`src/hw/rtl/chd_pkg.sv`:
```
`timescale 1ns / 1ps
`default_nettype none
package chd_pkg;

    localparam int TABLE_DEPTH = 256;
    localparam int TABLE_AW    = 8;
    localparam int CODE_BITS   = 16;
    localparam int PEND_CAP    = CODE_BITS + 7;
    localparam int MAX_RESULTS = 8;
    localparam int QUEUE_DEPTH = 4;
    localparam int QUEUE_AW    = 2;

    localparam logic       OP_LOAD = 1'b0;
    localparam logic       OP_BYTE = 1'b1;
    localparam logic       CFG_MAX_LEN = 1'b0;
    localparam logic       CFG_COUNT   = 1'b1;
    localparam logic       STAT_OK  = 1'b0;
    localparam logic       STAT_ERR = 1'b1;

    typedef struct packed {
        logic        operation;
        logic [7:0]  entry_index;
        logic [7:0]  entry_symbol;
        logic [4:0]  entry_length;
        logic [15:0] entry_code;
        logic [7:0]  data_byte;
    } chd_in_t;

    typedef struct packed {
        logic [7:0] symbol;
        logic       status;
        logic       last;
    } chd_out_t;

    typedef struct packed {
        logic [7:0]  sym;
        logic [4:0]  len;
        logic [15:0] code;
    } chd_entry_t;

    typedef enum logic [2:0] {
        ST_IDLE,
        ST_START,
        ST_SEARCH,
        ST_DECIDE,
        ST_FLUSH
    } chd_state_t;

    function automatic logic [15:0] mask16(input logic [4:0] n);
        logic [16:0] t;
        t = (17'd1 << n) - 17'd1;
        return t[15:0];
    endfunction

    function automatic logic [22:0] mask23(input logic [4:0] n);
        logic [23:0] t;
        t = (24'd1 << n) - 24'd1;
        return t[22:0];
    endfunction

endpackage
`default_nettype wire

```
`src/hw/rtl/chd_front.sv`:
```
`timescale 1ns / 1ps
`default_nettype none
module chd_front import chd_pkg::*; (
    input  wire logic    aclk,
    input  wire logic    aresetn,
    input  wire logic    s_valid,
    output logic         s_ready,
    input  wire chd_in_t s_data,
    output logic         q_valid,
    input  wire logic    q_ready,
    output chd_in_t      q_data
);

    chd_in_t             mem [QUEUE_DEPTH];
    logic [QUEUE_AW-1:0] wr_ptr_reg, wr_ptr_next;
    logic [QUEUE_AW-1:0] rd_ptr_reg, rd_ptr_next;
    logic [QUEUE_AW:0]   count_reg, count_next;
    logic                push, pop;

    assign s_ready = (count_reg != (QUEUE_AW+1)'(QUEUE_DEPTH));
    assign q_valid = (count_reg != '0);
    assign q_data  = mem[rd_ptr_reg];
    assign push    = s_valid && s_ready;
    assign pop     = q_valid && q_ready;

    always_comb begin
        wr_ptr_next = push ? wr_ptr_reg + 1'b1 : wr_ptr_reg;
        rd_ptr_next = pop  ? rd_ptr_reg + 1'b1 : rd_ptr_reg;
        count_next  = count_reg + (QUEUE_AW+1)'(push) - (QUEUE_AW+1)'(pop);
    end

    always_ff @(posedge aclk) begin
        if (!aresetn) begin
            wr_ptr_reg <= '0;
            rd_ptr_reg <= '0;
            count_reg  <= '0;
        end else begin
            wr_ptr_reg <= wr_ptr_next;
            rd_ptr_reg <= rd_ptr_next;
            count_reg  <= count_next;
        end
    end

    // hold the item in the slot until popped
    always_ff @(posedge aclk) begin
        if (push) begin
            mem[wr_ptr_reg] <= s_data;
        end
    end

endmodule
`default_nettype wire

```
`config.mk`:
```
export PLATFORM = sky130hd
export DESIGN_NAME = chd_front
export DESIGN_NICKNAME = d
export VERILOG_FILES = /design/src/hw/rtl/chd_pkg.sv /design/src/hw/rtl/chd_front.sv
export SDC_FILE = /design/constraint.sdc
export NUM_CORES = 1
export LEC_CHECK = 0
export ABC_AREA = 1
export ABC_CLOCK_PERIOD_IN_PS = 5180
export BUFFER_PORTS_ARGS = -buffer_cell sky130_fd_sc_hd__buf_2
export CORE_UTILIZATION = 35
export DETAILED_ROUTE_END_ITERATION = 8
export PLACE_DENSITY = 0.52
export SLEW_MARGIN = 20
export SYNTH_ARGS = -nofsm -noshare
export SYNTH_HDL_FRONTEND = slang
export SYNTH_SLANG_ARGS = --single-unit
export TNS_END_PERCENT = 50
```
`constraint.sdc`:
```
create_clock -name aclk -period 5.18 [get_ports aclk]
set_clock_uncertainty 0.2 [all_clocks]
set_input_delay 0.259 -clock aclk [delete_from_list [all_inputs] [get_ports aclk]]
set_output_delay 0.259 -clock aclk [all_outputs]
set_load 0.01 [all_outputs]
```
==> results of run 1 <==
timing repair:
item,CTS,global route
setup endpoints to repair,0,0
hold endpoints to repair,193,0
hold buffers,49,0
setup buffers,0,0
path summary, 6_finish.rpt:
check | start | endpoint | slack [ns] | cells past startpoint
setup / recovery | flip-flop | q_data[6] | 1.38 | 5
hold / removal | rd_ptr_reg[0] | rd_ptr_reg[0] | 0.29 | 2
setup reg to reg | count_reg[1] | mem[0][4] | 2.40 | 5
hold reg to reg | rd_ptr_reg[0] | rd_ptr_reg[0] | 0.29 | 2
power by group through the flow:
stage	Sequential (mW)	Combinational, mW	Clock, mW
after floorplan	1.98	0.636	0
after global placement	2.06	0.894	0
after detailed placement	2.07	0.907	0
after CTS	2.03	0.938	1.25
after global routing	2.05	1.02	1.31
final	2.03	0.919	1.23
area by class of cell:
cell class | count | area, µm²
fill | 1878 | 11300
sequential | 193 | 5710
multi-input combinational | 272 | 1420
timing repair buffer | 151 | 1010
clock buffer | 18 | 429
tap | 270 | 338
clock inverter | 14 | 124
inverter | 16 | 61.3
cells by family after synthesis:
family                   after synthesis
AO/OA/AOI/OAI                        145
adder cells (fa/ha/maj)                7
AND/OR/NAND/NOR                      120
flip-flops                           193
buffers and inverters                 45
worst max-delay path: cells and delay by family, from the launching register on:
kind / cells / cell delay, ns
buffers and inverters: 3 / 1.50
AO/OA/AOI/OAI: 2 / 0.37
flip-flops: 1 / 0.98
metrics by stage:
step,instance area (µm²),std cells,setup WS (ns),hold WS [ns]
finish,9100,934,1.38,0.292
global route,9100,934,1.06,0.315
CTS,9100,934,1.30,0.300
detailed placement,8050,853,1.76,0.277
global placement,8050,853,1.83,0.260
floorplan,7350,510,1.79,0.157
synth_stat cells (all sizes together):
| library cell | number |
|---|---|
| dfxtp | 9 |
| nand2 | 13 |
| a21oi | 4 |
| edfxtp | 184 |
| nor2 | 104 |
| inv | 16 |
| buf | 18 |
| o22ai | 46 |
| nand3 | 3 |
| a21boi | 2 |
| ha | 6 |
| fa | 1 |
| o21ai | 93 |
| clkbuf | 11 |
metal layers:
layer | vias to the layer above | GRT usage | share of wire | routed length (µm)
li1 | 2178 | - | - | -
met1 | 2277 | 0.191 | 0.45 | 7180
met2 | 114 | 0.258 | 0.50 | 7940
met3 | 13 | 0.0348 | 0.042 | 666
met4 | 0 | 0.0577 | 0.013 | 216
met5 | - | 0 | 0 | 0
==> reports/metrics.yaml, run 1 <==
run_status: "complete, no violations"
ys_seq_area_frac: 0.776
final_util: 0.445
cp_data_required_time_ns: 4.72
cts_sinks: 193
mostFrequentLayoutCell: "edfxtp_1"
route.detailed.drc: 0
muxShareOfSynthArea: 0
min-delay-path-class: "reg -> reg"
start_util: 0.360
drv_slew: 0
vdd_drop_max_mv: 0.254
via_per_inst: 4.91
synth_area_um2: 7350
die_h_um: 147
post-route-period-util: 0.733
detail_route.wl_per_cell_um: 17.1
ant_nets: 0
routed_wl_um: 16000
worst_pin_slew_ns: 1.03
slew_headroom: 0.315
total_power_mw: 4.17
synth_top_family_by_area: "compound AO/OA/AOI/OAI gates"
port_buffers: 97
crit_fanout: 93
cp-end-kind: "output port"
worst_path_max_delay_cell: "dfxtp_4"
antenna_found_initial: 0
tns_ns: 0
synthesis.nets: 567
cts_resized: 0
cpPeakStageDelay_ns: 0.98
cts_buffer_depth: 2
rows: 52
grt.overflow.total: 0
clk_latency_ns: 0.42
path_class: "reg -> out"
drv_cap: 0
crit_chain: "clkinv_2 -> buf_4 -> o21ai_0 -> o22ai_1 -> buf_2"
combPwrFrac: 0.220
first_pass_iters: 5
cts_buffers: 17
fmax_mhz: 263
cts_tree: "built"
synth_area_leader_cell: "edfxtp_1"
setup_viol: 0
syn_area_per_cell_um2: 14.4
synth-seq-cells: 193
p_int_mw: 2.87
swShare: 0.313
power_frac_clock: 0.294
pwr_density_cell_nw_per_um2: 458
synthSimpleGateAreaFrac: 0.0638
p_leak_nw: 3.20
final_net_count: 708
die-area_um2: 21600
synthesis.instances: 510
p_sw_mw: 1.30
fp.dieW_um: 147
cp-start-kind: "flip-flop"
ys_types: 20
vias: 4582
drive_gt1_frac: 0.229
largest_reg_flops: 184
seqPwrFrac: 0.486
ios: 98
flow.area_growth_from_synthesis_pct: 23.7
antenna_cells: 0
ctsHtreeMaxLevel: 4
grt_max_degree: 94
ys_warn_count: 0
synthAdderAreaFrac: 0.0129
grt_first_pass_wirelength_um: 24500
grt_setup_unrepaired: "false"
most-common-layout-cells: "184 x edfxtp_1, 97 x buf_2, 94 x nor2_1"
grt_pass1_vias: 4492
worstPathArrival_ns: 3.34
path_clk_slew_ns: 0.07
cts-root-buf: "clkbuf_16"
min_period_ns: 3.80
synth_xor_xnor_area_share: 0
synth_top_area_share: 0.752
synth_area_leaders: "edfxtp_1 75%, nor2_1 5.0%, o21ai_0 4.0%"
drt_iter0_markers: 232
hold_violations: 0
synth_compound_area_frac: 0.112
dpl.hpwl_um: 9070
track_usage: 0.153
coreArea_um2: 20400
gp_congestion: 0.711
(Power assumes the default switching activity.)
==> inputs of run 2 (changes only) <==
Settings changed: ABC_CLOCK_PERIOD_IN_PS 5180 to 3700.
Clock period 5.18 ns to 3.7 ns, I/O delays scaled along.
==> reports/metrics.yaml, run 2 (synthesis gave the netlist of run 1 again) <==
detail_route.wl_per_cell_um: 17.0
path_clk_slew_ns: 0.07
cts_sinks: 193
ant_nets: 0
p_leak_nw: 3.23
die_h_um: 147
min_period_ns: 2.74
cts_setup_buffers: 0
cts_tree: "built"
min-delay-path-class: "reg -> reg"
grt_setup_unrepaired: "false"
antenna_cells: 0
run_status: "complete, no violations"
crit_chain: "clkinv_2 -> buf_4 -> nor2_1 -> o22ai_1 -> buf_2"
final_net_count: 713
pwr_density_cell_nw_per_um2: 646
coreArea_um2: 20400
first_pass_iters: 4
vdd_drop_max_mv: 0.335
drv_slew: 0
grt_max_degree: 93
gp_congestion: 0.708
ios: 98
rows: 52
clk_latency_ns: 0.42
worstPathArrival_ns: 2.36
num-fill-cells: 1884
ctsHtreeMaxLevel: 4
grt_pass1_vias: 4581
cp_data_required_time_ns: 3.31
drt_iter0_markers: 273
port_buffers: 97
setup_viol: 0
fp.dieW_um: 147
cts_resized: 0
cp-start-kind: "flip-flop"
hold_violations: 0
slew_headroom: 0.378
grt.overflow.total: 0
fin_hold_ws_ns: 0.299
cts-root-buf: "clkbuf_16"
track_usage: 0.155
cpPeakStageDelay_ns: 0.61
antenna_found_initial: 0
largest_reg_flops: 184
dpl.hpwl_um: 8990
start_util: 0.360
cts_buffers: 17
drive_gt1_frac: 0.233
hold_buffers: 49
route.detailed.drc: 0
worst_path_max_delay_cell: "clkinv_2"
fmax_mhz: 365
cp-end-kind: "output port"
mostFrequentLayoutCell: "edfxtp_1"
grt_first_pass_wirelength_um: 25000
die-area_um2: 21600
vias: 4510
worst_pin_slew_ns: 0.934
crit_fanout: 52
tns_ns: 0
cts_buffer_depth: 2
most-common-layout-cells: "184 x edfxtp_1, 97 x buf_2, 94 x nor2_1"
path_class: "reg -> out"
post-route-period-util: 0.741
routed_wl_um: 16000
drv_cap: 0
via_per_inst: 4.80
flow.area_growth_from_synthesis_pct: 24.6
run 2: cell types whose count changed in the layout (fill, tap and decap cells not counted):
cell | previous run | this run
buf_4 | 5 | 9
clkinv_4 | 3 | 2
buf_12 | 0 | 1
bufinv_16 | 0 | 2
inv_6 | 3 | 2
clkinv_2 | 1 | 4
inv_8 | 4 | 0
clkinv_1 | 1 | 2
run 2: layout make-up:
cell class | instances | area (µm²) | share of cell area
Sequential cell | 193 | 5710 | 0.623
Clock inverter | 14 | 140 | 0.0153
Clock buffer | 18 | 429 | 0.0468
Tap cell | 270 | 338 | 0.0369
Timing Repair Buffer | 156 | 1060 | 0.116
Inverter | 16 | 61.3 | 0.00669
Multi-Input combinational cell | 272 | 1420 | 0.155
run 2: where the power goes:
part | internal, mW | total, mW | switching, mW
sequential | 2.66 | 2.73 | 0.0646
combinational | 0.484 | 1.43 | 0.945
clock | 0.992 | 1.76 | 0.766
total | 4.14 | 5.91 | 1.78
run 2: metal layers:
layer / up-vias / share of wire / GRT usage
li1: 2184 / - / -
met1: 2200 / 0.45 / 0.202
met2: 112 / 0.50 / 0.254
met5: - / 0 / 0
met3: 14 / 0.045 / 0.0388
met4: 0 / 0.0085 / 0.0464
run 2: critical path: cells and delay by family (launching register included):
kind	cells	cell delay, ns
buffers and inverters	3	1.27
and+or+nand+nor	1	0.15
AOI/OAI and AO/OA	1	0.13
DFF	1	0.35
run 2: final timing paths:
kind                 start    endpoint  slack, ns  cells past startpoint
max              flip-flop  q_data[35]       0.96                      5
min          rd_ptr_reg[0]   flip-flop       0.30                      2
min reg2reg  rd_ptr_reg[0]   flip-flop       0.30                      2
max reg2reg   count_reg[1]   mem[0][1]       1.18                      5
run 2: through the flow:
step / cells / worst slack, ns / total power, mW / util / area [µm²]
final: 939 / 0.957 / 5.91 / 0.448 / 9160
after global routing: 939 / 0.801 / 6.23 / 0.448 / 9160
after CTS: 939 / 0.907 / 5.99 / 0.448 / 9160
after detailed placement: 858 / 1.15 / 4.19 / 0.397 / 8100
after global placement: 858 / 1.24 / 4.16 / 0.397 / 8100
after floorplan: 510 / 0.315 / 3.66 / - / 7350
==> inputs of run 3 (changes only) <==
Settings changed: ABC_CLOCK_PERIOD_IN_PS 3700 to 2400, PLACE_DENSITY 0.52 to 0.54.
Clock period 3.7 ns to 2.4 ns, I/O delays scaled along.
==> reports/metrics.yaml, run 3 (synthesis gave the netlist of run 1 again) <==
run_status: "complete, no violations"
setup_viol: 0
total_power_mw: 9.23
worstPathArrival_ns: 1.84
slew_headroom: 0.755
post-route-period-util: 0.900
min-delay-path-class: "in -> reg"
grt_setup_unrepaired: "false"
coreArea_um2: 20400
multi_input_area_um2: 1420
grt.overflow.total: 0
port_buffers: 97
die_h_um: 147
crit_chain: "buf_4 -> o21ai_0 -> o22ai_1 -> buf_2"
grt_first_pass_wirelength_um: 23800
p_leak_nw: 3.32
mostFrequentLayoutCell: "edfxtp_1"
path_clk_slew_ns: 0.08
cts_buffers: 17
worst_pin_slew_ns: 0.367
first_pass_iters: 4
gp_congestion: 0.750
cp-end-kind: "output port"
most-common-layout-cells: "184 x edfxtp_1, 97 x buf_2, 93 x nor2_1"
start_util: 0.360
hold_violations: 0
fin_hold_ws_ns: 0.219
drt_iter0_markers: 244
cts_sinks: 193
rows: 52
via_per_inst: 4.77
cts_tree: "built"
ff_latch_area_um2: 5710
worst_path_max_delay_cell: "dfxtp_2"
drive_gt1_frac: 0.248
cpPeakStageDelay_ns: 0.49
cp_data_required_time_ns: 2.08
crit_fanout: 24
antenna_found_initial: 1
fp.dieW_um: 147
final_util: 0.457
fmax_mhz: 463
detail_route.wl_per_cell_um: 16.1
drv_cap: 0
grt_pass1_vias: 4494
setup_slack_ns: 0.240
cts_buffer_depth: 2
flow.area_growth_from_synthesis_pct: 27.0
largest_reg_flops: 184
dpl.hpwl_um: 8910
route.detailed.drc: 0
path_class: "reg -> out"
grt_max_degree: 61
pwr_density_cell_nw_per_um2: 989
place_ws_ns: 0.206
cts-root-buf: "clkbuf_16"
ctsHtreeMaxLevel: 4
min_period_ns: 2.16
die-area_um2: 21600
routed_wl_um: 15300
clk_latency_ns: 0.43
drv_slew: 0
vias: 4526
final_net_count: 721
cp-start-kind: "flip-flop"
vdd_drop_max_mv: 0.466
ios: 98
num-fill-cells: 1855
ant_nets: 0
track_usage: 0.147
==> run 3: changes by cell type in the layout (fill, tap and decap cells not counted), sizes merged <==
cell / delta
buf: +8
bufinv: -2
clkbuf: -1
clkinv: +3
clkinvlp: -3
diode: +1
inv: +3
==> run 3: stage by stage <==
| step | cells | cell area, µm² | setup TNS (ns) |
|---|---|---|---|
| final | 948 | 9330 | 0 |
| after detailed placement | 866 | 8230 | 0 |
| after global placement | 866 | 8230 | 0 |
| after floorplan | 510 | 7360 | -49.24 |
| after global routing | 947 | 9330 | 0 |
| after CTS | 947 | 9330 | 0 |
==> run 3: worst max-delay path, delay by kind of cell, from the launching register on <==
kind / cells / cell delay [ns]
compound gates: 2 / 0.38
buf+inv: 2 / 0.53
flops: 1 / 0.49
==> run 3: path summary, 6_finish.rpt <==
check                                   start             to  slack, ns  cells after the start
worst max-delay path                flip-flop      q_data[3]       0.24                      4
worst max register to register   count_reg[1]   count_reg[2]       0.28                     10
worst min-delay path               s_data[17]     mem[0][17]       0.22                      2
worst min register to register  rd_ptr_reg[0]  rd_ptr_reg[0]       0.29                      2
==> run 3: routing by layer <==
metal | up-vias | track usage | wire length [µm]
met5 | - | 0 | 0
met4 | 0 | 0.0500 | 201
met3 | 19 | 0.0441 | 834
met2 | 114 | 0.249 | 7530
met1 | 2187 | 0.178 | 6690
li1 | 2206 | - | -
==> run 3: where the power goes <==
part / total [mW] / switching [mW] / leakage (nW) / internal [mW]
registers: 4.23 / 0.131 / 1.76 / 4.10
logic: 2.23 / 1.41 / 1.26 / 0.817
clock network: 2.77 / 1.36 / 0.296 / 1.42
==> run 3: cell type report <==
class                   instances  share of cell area
diodes                          1            0.000268
clock buffers                  17              0.0456
clock inverters                15              0.0200
inverters                      16             0.00657
multi-input cells             272               0.152
flip-flops and latches        193               0.612
well taps                     270              0.0362
repair buffers                164               0.127
==> run 3: repair_timing <==
| action | in CTS | in global routing |
|---|---|---|
| setup buffers | 0 | 0 |
| resized for setup | 0 | 2 |
| hold endpoints to repair | 193 | 0 |
| endpoints found under the setup margin | 0 | 1 |
| hold buffers | 49 | 0 |
